$ cat src/rtl/dtf_pkg.sv
package dtf_pkg;

    localparam int unsigned DecWidth    = 5;
    localparam int unsigned ValueWidth  = 64;
    localparam logic [DecWidth-1:0] MaxDecimals   = 5'd19;
    localparam logic [DecWidth-1:0] ResetDecimals = 5'd18;

    localparam logic [1:0] StOk    = 2'd0;
    localparam logic [1:0] StEmpty = 2'd1;
    localparam logic [1:0] StBad   = 2'd2;
    localparam logic [1:0] StOvf   = 2'd3;

    localparam logic [7:0] ChZero  = 8'h30;
    localparam logic [7:0] ChNine  = 8'h39;
    localparam logic [7:0] ChDot   = 8'h2e;
    localparam logic [7:0] ChSpace = 8'h20;

    typedef struct packed {
        logic       has_char;
        logic [7:0] character;
        logic       last;
    } in_t;

    typedef struct packed {
        logic [ValueWidth-1:0] value;
        logic [1:0]            status;
    } out_t;

    typedef struct packed {
        logic take;
        logic scale_step;
        logic finish;
    } dtf_cmd_t;

    typedef struct packed {
        logic scale_done;
    } dtf_stat_t;

endpackage

$ cat src/rtl/decimal_text_to_fixed_point.sv
// Decimal text to fixed-point integer.
// Input channel (in_valid/in_ready/in_data): one ASCII character per request,
// has_char = 0 carries no byte, last marks the final request of a string.
// Output channel (out_valid/out_ready/out_data): one result per string,
// value = whole * 10^decimals + fraction, status ok/empty/bad/overflow.
// cfg_write_en/cfg_write_data write the decimals register (reset 18,
// values above 19 act as 19); write only while the block is idle.
// Throughput: one character per cycle within a string. After the last
// character the scaling unit multiplies by ten once per cycle until it has
// done decimals steps, detects completion, then does the final add, which
// waits until the output register is free. in_ready is low from the last
// character until the result is loaded.
// Results sit in an output register; while it waits for out_ready the next
// string's characters are still taken, and back-pressure stalls the block only when a
// new result is ready and the previous one has not yet been taken.
// Reset clears parse state and output valid, and sets decimals to 18.
module decimal_text_to_fixed_point (
    input  logic                          clk,
    input  logic                          rst_n,
    input  logic                          in_valid,
    output logic                          in_ready,
    input  dtf_pkg::in_t                  in_data,
    output logic                          out_valid,
    input  logic                          out_ready,
    output dtf_pkg::out_t                 out_data,
    input  logic                          cfg_write_en,
    input  logic [dtf_pkg::DecWidth-1:0]  cfg_write_data
);

    dtf_pkg::dtf_cmd_t  cmd;
    dtf_pkg::dtf_stat_t stat;

    dtf_ctrl u_ctrl (
        .clk       (clk),
        .rst_n     (rst_n),
        .in_valid  (in_valid),
        .in_ready  (in_ready),
        .has_char  (in_data.has_char),
        .last      (in_data.last),
        .out_valid (out_valid),
        .out_ready (out_ready),
        .cmd       (cmd),
        .stat      (stat)
    );

    dtf_dp u_dp (
        .clk            (clk),
        .rst_n          (rst_n),
        .cfg_write_en   (cfg_write_en),
        .cfg_write_data (cfg_write_data),
        .in_data        (in_data),
        .cmd            (cmd),
        .stat           (stat),
        .out_data       (out_data)
    );

endmodule

$ cat src/rtl/dtf_ctrl.sv
module dtf_ctrl (
    input  logic               clk,
    input  logic               rst_n,
    input  logic               in_valid,
    output logic               in_ready,
    input  logic               has_char,
    input  logic               last,
    output logic               out_valid,
    input  logic               out_ready,
    output dtf_pkg::dtf_cmd_t  cmd,
    input  dtf_pkg::dtf_stat_t stat
);

    typedef enum logic [1:0] {
        S_IN,
        S_SCALE,
        S_SUM
    } state_t;

    state_t state_reg, state_next;
    logic   out_valid_reg, out_valid_next;
    logic   accept;

    assign in_ready  = (state_reg == S_IN);
    assign out_valid = out_valid_reg;
    assign accept    = in_valid && in_ready;

    always_comb
    begin
        cmd.take       = accept && has_char;
        cmd.scale_step = (state_reg == S_SCALE) && !stat.scale_done;
        cmd.finish     = (state_reg == S_SUM) && (!out_valid_reg || out_ready);
    end

    always_comb
    begin
        state_next     = state_reg;
        out_valid_next = out_valid_reg;
        if (out_valid_reg && out_ready)
        begin
            out_valid_next = 1'b0;
        end
        case (state_reg)
            S_IN:
            begin
                if (accept && last)
                begin
                    state_next = S_SCALE;
                end
            end
            S_SCALE:
            begin
                if (stat.scale_done)
                begin
                    state_next = S_SUM;
                end
            end
            S_SUM:
            begin
                if (cmd.finish)
                begin
                    out_valid_next = 1'b1;
                    state_next     = S_IN;
                end
            end
            default:
            begin
                state_next = S_IN;
            end
        endcase
    end

    always_ff @(posedge clk or negedge rst_n)
    begin
        if (!rst_n)
        begin
            state_reg     <= S_IN;
            out_valid_reg <= 1'b0;
        end
        else
        begin
            state_reg     <= state_next;
            out_valid_reg <= out_valid_next;
        end
    end

    // result load never overwrites an untaken result
    a_finish_free: assert property (@(posedge clk) disable iff (!rst_n)
        cmd.finish |-> (!out_valid_reg || out_ready))
        else $error("finish while output occupied");

    a_finish_valid: assert property (@(posedge clk) disable iff (!rst_n)
        cmd.finish |=> out_valid)
        else $error("finish did not raise out_valid");

    a_last_blocks: assert property (@(posedge clk) disable iff (!rst_n)
        (in_valid && in_ready && last) |=> !in_ready)
        else $error("input taken during scaling");

    a_no_overstep: assert property (@(posedge clk) disable iff (!rst_n)
        cmd.scale_step |-> !stat.scale_done)
        else $error("scale step past decimals");

endmodule

$ cat src/rtl/dtf_dp.sv
module dtf_dp (
    input  logic                             clk,
    input  logic                             rst_n,
    input  logic                             cfg_write_en,
    input  logic [dtf_pkg::DecWidth-1:0]     cfg_write_data,
    input  dtf_pkg::in_t                     in_data,
    input  dtf_pkg::dtf_cmd_t                cmd,
    output dtf_pkg::dtf_stat_t               stat,
    output dtf_pkg::out_t                    out_data
);

    localparam int unsigned W = dtf_pkg::ValueWidth;
    localparam logic [dtf_pkg::DecWidth-1:0] CntOne = {{(dtf_pkg::DecWidth-1){1'b0}}, 1'b1};

    typedef enum logic [1:0] {
        PH_LEAD,
        PH_WHOLE,
        PH_FRAC
    } phase_t;

    phase_t                          phase_reg, phase_next;
    logic [W-1:0]                    whole_reg, whole_next;
    logic [W-1:0]                    frac_reg, frac_next;
    logic [dtf_pkg::DecWidth-1:0]    cnt_reg, cnt_next;
    logic [dtf_pkg::DecWidth-1:0]    step_reg, step_next;
    logic                            seen_reg, seen_next;
    logic [1:0]                      err_reg, err_next;
    logic [dtf_pkg::DecWidth-1:0]    decimals_reg;
    logic [W-1:0]                    value_reg, value_next;
    logic [1:0]                      status_reg, status_next;

    logic [dtf_pkg::DecWidth-1:0]    dec_eff;
    logic [7:0]                      c;
    logic                            is_digit;
    logic [3:0]                      dval;
    logic [W+3:0]                    whole_mul;
    logic [W+3:0]                    whole_dig;
    logic [W-1:0]                    frac_mul;
    logic [W:0]                      sum;

    assign dec_eff  = (decimals_reg > dtf_pkg::MaxDecimals) ? dtf_pkg::MaxDecimals
                                                             : decimals_reg;
    assign c        = in_data.character;
    assign is_digit = (c >= dtf_pkg::ChZero) && (c <= dtf_pkg::ChNine);
    assign dval     = c[3:0];

    assign whole_mul = ({4'b0, whole_reg} << 3) + ({4'b0, whole_reg} << 1);
    assign whole_dig = whole_mul + {{W{1'b0}}, dval};
    assign frac_mul  = (frac_reg << 3) + (frac_reg << 1);
    assign sum       = {1'b0, whole_reg} + {1'b0, frac_reg};

    assign stat.scale_done = (step_reg == dec_eff);
    assign out_data.value  = value_reg;
    assign out_data.status = status_reg;

    always_comb
    begin
        phase_next  = phase_reg;
        whole_next  = whole_reg;
        frac_next   = frac_reg;
        cnt_next    = cnt_reg;
        step_next   = step_reg;
        seen_next   = seen_reg;
        err_next    = err_reg;
        value_next  = value_reg;
        status_next = status_reg;

        if (cmd.take && err_reg == dtf_pkg::StOk)
        begin
            if (phase_reg == PH_LEAD && c == dtf_pkg::ChSpace)
            begin
                phase_next = PH_LEAD;
            end
            else if (phase_reg != PH_FRAC)
            begin
                seen_next  = 1'b1;
                phase_next = PH_WHOLE;
                if (is_digit)
                begin
                    if (whole_dig[W+3:W] != 4'd0)
                    begin
                        err_next = dtf_pkg::StOvf;
                    end
                    else
                    begin
                        whole_next = whole_dig[W-1:0];
                    end
                end
                else if (c == dtf_pkg::ChDot)
                begin
                    phase_next = PH_FRAC;
                end
                else
                begin
                    err_next = dtf_pkg::StBad;
                end
            end
            else if (cnt_reg < dec_eff)
            begin
                if (is_digit)
                begin
                    frac_next = frac_mul + {{(W-4){1'b0}}, dval};
                    cnt_next  = cnt_reg + CntOne;
                end
                else
                begin
                    err_next = dtf_pkg::StBad;
                end
            end
        end

        // one decade of scaling per cycle; fraction padded up to decimals
        if (cmd.scale_step)
        begin
            step_next  = step_reg + CntOne;
            whole_next = whole_mul[W-1:0];
            if (whole_mul[W+3:W] != 4'd0 && err_reg == dtf_pkg::StOk)
            begin
                err_next = dtf_pkg::StOvf;
            end
            if (cnt_reg < dec_eff)
            begin
                frac_next = frac_mul;
                cnt_next  = cnt_reg + CntOne;
            end
        end

        if (cmd.finish)
        begin
            if (err_reg != dtf_pkg::StOk)
            begin
                status_next = err_reg;
            end
            else if (!seen_reg)
            begin
                status_next = dtf_pkg::StEmpty;
            end
            else if (sum[W])
            begin
                status_next = dtf_pkg::StOvf;
            end
            else
            begin
                status_next = dtf_pkg::StOk;
            end
            value_next = (status_next == dtf_pkg::StOk) ? sum[W-1:0] : {W{1'b0}};
            phase_next = PH_LEAD;
            whole_next = {W{1'b0}};
            frac_next  = {W{1'b0}};
            cnt_next   = '0;
            step_next  = '0;
            seen_next  = 1'b0;
            err_next   = dtf_pkg::StOk;
        end
    end

    always_ff @(posedge clk or negedge rst_n)
    begin
        if (!rst_n)
        begin
            phase_reg    <= PH_LEAD;
            whole_reg    <= '0;
            frac_reg     <= '0;
            cnt_reg      <= '0;
            step_reg     <= '0;
            seen_reg     <= 1'b0;
            err_reg      <= dtf_pkg::StOk;
            decimals_reg <= dtf_pkg::ResetDecimals;
        end
        else
        begin
            phase_reg <= phase_next;
            whole_reg <= whole_next;
            frac_reg  <= frac_next;
            cnt_reg   <= cnt_next;
            step_reg  <= step_next;
            seen_reg  <= seen_next;
            err_reg   <= err_next;
            if (cfg_write_en)
            begin
                decimals_reg <= cfg_write_data;
            end
        end
    end

    always_ff @(posedge clk or negedge rst_n)
    begin
        if (!rst_n)
        begin
            value_reg  <= '0;
            status_reg <= dtf_pkg::StOk;
        end
        else
        begin
            value_reg  <= value_next;
            status_reg <= status_next;
        end
    end

    a_cnt_bound: assert property (@(posedge clk) disable iff (!rst_n)
        cnt_reg <= dtf_pkg::MaxDecimals)
        else $error("fraction count beyond maximum");

endmodule
$ cat config.mk
export PLATFORM = sky130hd
export DESIGN_NAME = decimal_text_to_fixed_point
export DESIGN_NICKNAME = d
export VERILOG_FILES = /design/src/rtl/dtf_pkg.sv /design/src/rtl/decimal_text_to_fixed_point.sv /design/src/rtl/dtf_ctrl.sv /design/src/rtl/dtf_dp.sv
export SDC_FILE = /design/constraint.sdc
export NUM_CORES = 1
export LEC_CHECK = 0
export BUFFER_PORTS_ARGS = -buffer_cell sky130_fd_sc_hd__buf_2
export CAP_MARGIN = 20
export CELL_PAD_IN_SITES_DETAIL_PLACEMENT = 1
export CELL_PAD_IN_SITES_GLOBAL_PLACEMENT = 2
export CORE_MARGIN = 3
export CORE_UTILIZATION = 42
export CTS_CLUSTER_DIAMETER = 50
export DETAILED_ROUTE_END_ITERATION = 8
export HOLD_SLACK_MARGIN = 0.08
export PLACE_DENSITY_LB_ADDON = 0.1
export SLEW_MARGIN = 20
export SYNTH_ARGS = -nofsm -noshare
export SYNTH_HDL_FRONTEND = slang
export SYNTH_SLANG_ARGS = --single-unit
$ cat constraint.sdc
create_clock -name clk -period 8.25 [get_ports clk]
set_clock_uncertainty 0.2 [all_clocks]
set_input_delay 2.475 -clock clk [delete_from_list [all_inputs] [get_ports clk]]
set_output_delay 2.475 -clock clk [all_outputs]
set_load 0.05 [all_outputs]
==> results.yml, run 1 <==
clock_tree:
  clock_latency_ps: 590
  clk_pin_slew_ps: 60
  htreeDepth: 1
  cts_setup_buffers: 0
  clockRootBuffer: "clkbuf_16"
  cts_tree: "yes"
  clockBufferDepth: 3
  numCtsBuffers: 28
  clock_sinks: 217
  cts_resized: 0
  hold_buffers: 0
timing:
  fmax_mhz: 145
  setup_viol: 0
  finalCriticalPeriod_ps: 6910
  slew_headroom_pct: 29.6
  hold_violations: 0
  min_period_over_period_pct: 83.8
  rsz0062_at_grt: "no"
  fin_setup_tns_ps: 0
  slew_violations: 0
  tightestPinTransition_ps: 1040
finish:
  nets: 3374
  utilization_pct: 46.1
  multiInputGateArea_um2: 18500
  ff_latch_area_um2: 5430
  fillers: 7131
  area_growth_pct: 7.46
  antenna-diode-count: 0
  drive_gt1_share_pct: 9.15
detailed_routing:
  routed_wl_mm: 95.7
  vias_per_cell: 6.44
  drt_first_pass_iters: 5
  drcViolationCount: 0
  vias: 25400
  post_drt_wl_per_cell_um: 24.3
  ant_nets: 0
  initialDrtViolationCount: 1500
logic_synthesis:
  ys_ff_latch: 217
  syn-num-nets: 3397
  synth-seq-area-share_pct: 21.7
  netlist_area_um2: 25000
  netlist.area_leader.share_pct: 21.5
  yosys.area.top_type: "dfrtp_1"
  syn_inst: 3174
  yosys_most_used_dff: "dfrtp_1"
  synth-edff-count: 0
  ys_types: 117
  async_reset_ff_share_pct: 100
  synth_area_leaders: "dfrtp_1 22%, ha_1 9.9%, a21oi_1 6.1%"
  avgSynthCellArea_um2: 7.87
  ys_warn_count: 0
  synth.most_common_cell: "a21oi_1"
  netlist_top_cells_count: "303 x a21oi_1, 280 x nor2_1, 263 x nand2_1, 215 x dfrtp_1, 198 x ha_1"
worst_setup_path:
  start_kind: "flop"
  critPathKind: "flop to flop"
  cp.required_ps: 8500
  cp.arrival_ps: 7160
  path_max_fanout: 40
  critPathCaptureType: "flop"
grt:
  first_global_vias: 25600
  antenna_found_initial: 2
  grt_max_degree: 122
  grt_util_all_layers_pct: 29.5
  grt_pass1_wl_mm: 149
  grt_overflow_total: 0
placement:
  hpwlAfterDp_mm: 75.9
  gp_congestion: 0.941
  portBuffers: 87
die:
  die_w_um: 250
  boundaryPins: 88
  start_util_pct: 42.9
  coreArea_um2: 58200
  core.rowCount: 88
  die-area_um2: 62400
  die_y_um: 250
run:
  cap_violations: 0
hold_path:
  min_path_type: "flop to flop"
run_status:
  outcome: "finished, final reports clean"
==> logic make-up (layout without fill, tap and decap cells) <==
kind of cell               Yosys count  after routing  synth area share, %
muxes                               69             69                 3.65
and+or+nand+nor                   1134           1134                 23.1
AOI/OAI and AO/OA                 1084           1084                 29.3
xor gates and xnor gates           211            211                 7.50
DFF                                217            217                 21.7
adders and majority gates          203            203                 10.3
buffers and inverters              256            252                 4.36
==> routing by layer <==
layer	track usage, %	wire length (µm)
met2	51.0	46000
met3	2.33	3470
met4	8.52	3080
met1	39.2	43200
met5	0	0
==> worst paths after layout <==
kind / start / endpoint / slack (ps) / cells past startpoint
worst max-delay path: u_dp.whole_reg[6] / u_dp.whole_reg[34] / 1340 / 16
worst min-delay path: u_dp.value_reg[54] / u_dp.value_reg[54] / 300 / 1
worst max register to register: u_dp.whole_reg[6] / u_dp.whole_reg[34] / 1340 / 16
worst min register to register: u_dp.value_reg[54] / u_dp.value_reg[54] / 300 / 1
max in group asynchronous: rst_n / u_dp.frac_reg[8] / 4970 / 2
min in group asynchronous: rst_n / u_dp.frac_reg[56] / 1760 / 1
==> through the flow <==
| step | hold WS [ps] | worst slack [ps] | instance area, µm² | instances |
|---|---|---|---|---|
| 2_1_floorplan | 264 | 2330 | 25000 | 3174 |
| 3_3_place_gp | 281 | 1250 | 25900 | 3885 |
| 3_5_place_dp | 290 | 1190 | 25900 | 3885 |
| 4_1_cts | 309 | 1450 | 26800 | 3934 |
| 5_1_grt | 319 | 1050 | 26800 | 3935 |
| 6_report | 300 | 1340 | 26800 | 3935 |
==> critical path, cell delays in order, from the launching register on <==
cell	delay, ps
dfrtp_1	480
ha_1	590
a21oi_1	170
o21ai_1	320
o21bai_1	350
nand4_1	400
and4_1	350
nor4_1	510
and3_1	320
nand4_1	320
nor4_1	450
mux2i_1	320
nand4_4	170
or3_4	500
nand3_4	580
buf_4	370
mux2_4	320
==> cell usage in the layout (no fill, tap or decap), types with 13 or more instances in the layout <==
cell | synthesis | routed
nand2_1 | 263 | 261
o21ai_1 | 16 | 16
nand3_1 | 96 | 96
a221oi_1 | 19 | 19
a22o_1 | 66 | 66
mux2i_1 | 13 | 13
nand2b_1 | 25 | 24
mux2_2 | 15 | 15
o211ai_1 | 27 | 27
clkbuf_16 | 0 | 28
xnor2_1 | 134 | 134
a211oi_1 | 35 | 35
buf_2 | 27 | 86
or3_1 | 29 | 29
a21o_1 | 118 | 118
nor3b_1 | 13 | 13
dfrtp_1 | 215 | 215
nor2_1 | 280 | 280
mux2_4 | 40 | 40
nor3_1 | 95 | 95
and4_1 | 23 | 23
xor2_1 | 75 | 75
o31ai_1 | 18 | 18
or2_2 | 16 | 16
o21a_1 | 41 | 41
inv_1 | 92 | 92
o21ai_0 | 173 | 173
and3_1 | 42 | 41
a2111oi_0 | 15 | 13
nor4_1 | 23 | 23
a22oi_1 | 13 | 13
ha_1 | 198 | 198
a31oi_1 | 26 | 26
buf_4 | 2 | 22
nor2b_1 | 30 | 29
o21bai_1 | 45 | 45
and2_1 | 42 | 41
nand4_1 | 100 | 100
a21oi_1 | 303 | 303
==> area by class of cell <==
| cell class | instances | share of cell area (%) |
|---|---|---|
| Inverter | 92 | 1.29 |
| Sequential cell | 217 | 20.2 |
| Tap cell | 765 | 3.57 |
| Clock inverter | 11 | 0.569 |
| Clock buffer | 38 | 3.01 |
| Multi-Input combinational cell | 2701 | 68.9 |
| Timing Repair Buffer | 111 | 2.39 |
Power of run 1 is left out: the tool's default activity adds up to more than one toggle a clock period on the data nets, which glitch-free logic cannot reach.
==> run 2, diff against run 1 <==
--- a/config.mk
+++ b/config.mk
@@ -10,7 +10,7 @@
 export CELL_PAD_IN_SITES_DETAIL_PLACEMENT = 1
 export CELL_PAD_IN_SITES_GLOBAL_PLACEMENT = 2
 export CORE_MARGIN = 3
-export CORE_UTILIZATION = 42
+export CORE_UTILIZATION = 39
 export CTS_CLUSTER_DIAMETER = 50
 export DETAILED_ROUTE_END_ITERATION = 8
 export HOLD_SLACK_MARGIN = 0.08
==> constraint.sdc (replaced) <==
create_clock -name clk -period 6.45 [get_ports clk]
set_clock_uncertainty 0.2 [all_clocks]
set_input_delay 1.935 -clock clk [delete_from_list [all_inputs] [get_ports clk]]
set_output_delay 1.935 -clock clk [all_outputs]
set_load 0.05 [all_outputs]
==> run 2 against run 1 <==
Hold slack lost 2.2 ps. Sequential cell count is the same. Wire length grew 1.7%. Global-route usage shrank 1.1 points. Die area grew 7.5%. Largest cell class unchanged.
==> results.yml, run 2 (synthesized netlist as in run 1, its figures left out) <==
clock_tree:
  clock_sinks: 217
  numCtsBuffers: 31
  cts_tree: "yes"
  clockBufferDepth: 3
  htreeDepth: 1
  clock_latency_ps: 610
  clockRootBuffer: "clkbuf_16"
  clk_pin_slew_ps: 60
finish:
  fillers: 7677
  final_area_um2: 27400
  drive_gt1_share_pct: 10.6
  final_cells: 4070
  area_growth_pct: 9.69
  layout_common_cells: "303 x a21oi_1, 280 x nor2_1, 261 x nand2_1, 215 x dfrtp_1, 198 x ha_1"
  antenna-diode-count: 0
  nets: 3425
  utilization_pct: 43.4
  final_common_cell: "a21oi_1"
timing:
  fin_setup_tns_ps: 0
  hold_violations: 0
  finalCriticalPeriod_ps: 6180
  min_period_over_period_pct: 95.8
  rsz0062_at_grt: "no"
  slew_headroom_pct: 26.1
  tightestPinTransition_ps: 1080
  fmax_mhz: 162
  slew_violations: 0
  setup_viol: 0
detailed_routing:
  initialDrtViolationCount: 1598
  drcViolationCount: 0
  post_drt_wl_per_cell_um: 23.9
  vias: 25300
  drt_first_pass_iters: 5
  routed_wl_mm: 97.4
  vias_per_cell: 6.21
  ant_nets: 0
grt:
  antenna_found_initial: 1
  grt_pass1_wl_mm: 152
  grt_util_all_layers_pct: 28.4
  grt_overflow_total: 0
  first_global_vias: 26000
  grt_max_degree: 105
hold_path:
  min_path_type: "flop to flop"
placement:
  portBuffers: 87
  placed_area_um2: 26300
  gp_congestion: 0.951
  dpl.cell_count: 4014
  hpwlAfterDp_mm: 78.5
worst_setup_path:
  critPathKind: "flop to flop"
  critPathCaptureType: "flop"
  cp.arrival_ps: 6430
  cp.required_ps: 6700
  start_kind: "flop"
  path_max_fanout: 18
  r2r_slack_ps: 270
die:
  coreArea_um2: 63200
  die_w_um: 259
  die_y_um: 259
  core.rowCount: 92
  die-area_um2: 67100
  start_util_pct: 39.5
  boundaryPins: 88
run:
  cap_violations: 0
run_status:
  outcome: "finished, final reports clean"
-- run 2: cell types whose count changed in the layout (fill, tap and decap cells not counted), sizes merged --
cell | before | now
buf | 111 | 159
inv | 93 | 96
bufinv | 2 | 4
clkinv | 5 | 6
-- run 2: final timing paths --
path,startpoint,to,cells after the start
min,u_dp.value_reg[57],u_dp.value_reg[57],1
min in group asynchronous,rst_n,u_dp.frac_reg[57],1
max in group asynchronous,rst_n,u_dp.whole_reg[4],2
max reg2reg,u_dp.whole_reg[7],u_dp.whole_reg[57],16
max,u_dp.whole_reg[7],u_dp.whole_reg[57],16
min reg2reg,u_dp.value_reg[57],u_dp.value_reg[57],1
-- run 2: timing repair --
item / in CTS / in global routing
setup buffers: 0 / 1
hold buffers: 0 / 0
endpoints found under the setup margin: 0 / 103
resized for setup: 0 / 3
-- run 2: worst max-delay path: stages (launching register included) --
cell	delay [ps]
dfrtp_1	470
ha_1	490
a21o_1	280
a2bb2oi_1	330
and4b_4	380
a211oi_4	110
o21ai_0	570
o2bb2ai_1	370
or2_2	410
nand4b_1	190
nor4_1	260
mux2i_1	350
nand4_4	190
or3_4	510
nand3_4	330
buf_12	210
mux2_2	350
-- run 2: layer usage --
layer / vias to the layer above / global-route usage [%] / share of wire [%]
li1: 12000 / - / -
met1: 12500 / 36.9 / 44
met2: 569 / 48.2 / 47
met3: 175 / 3.12 / 3.9
met4: 2 / 10.9 / 4.5
met5: - / 0 / 0.013
-- run 2: stage by stage --
stage | hold slack [ps] | worst slack [ps]
after detailed placement | 286 | 224
after floorplan | 264 | 1070
after CTS | 302 | 157
after global placement | 285 | 274
after global routing | 313 | 42.7
final | 298 | 272
-- run 2: cell type report --
type | count | area (µm²) | area share, %
Clock buffer | 38 | 812 | 2.96
Clock inverter | 17 | 233 | 0.849
Inverter | 92 | 345 | 1.26
Multi-Input combinational cell | 2701 | 18500 | 67.5
Sequential cell | 217 | 5430 | 19.8
Tap cell | 846 | 1060 | 3.86
Timing Repair Buffer | 159 | 1010 | 3.70
Power of run 2 is left out for the same reason.
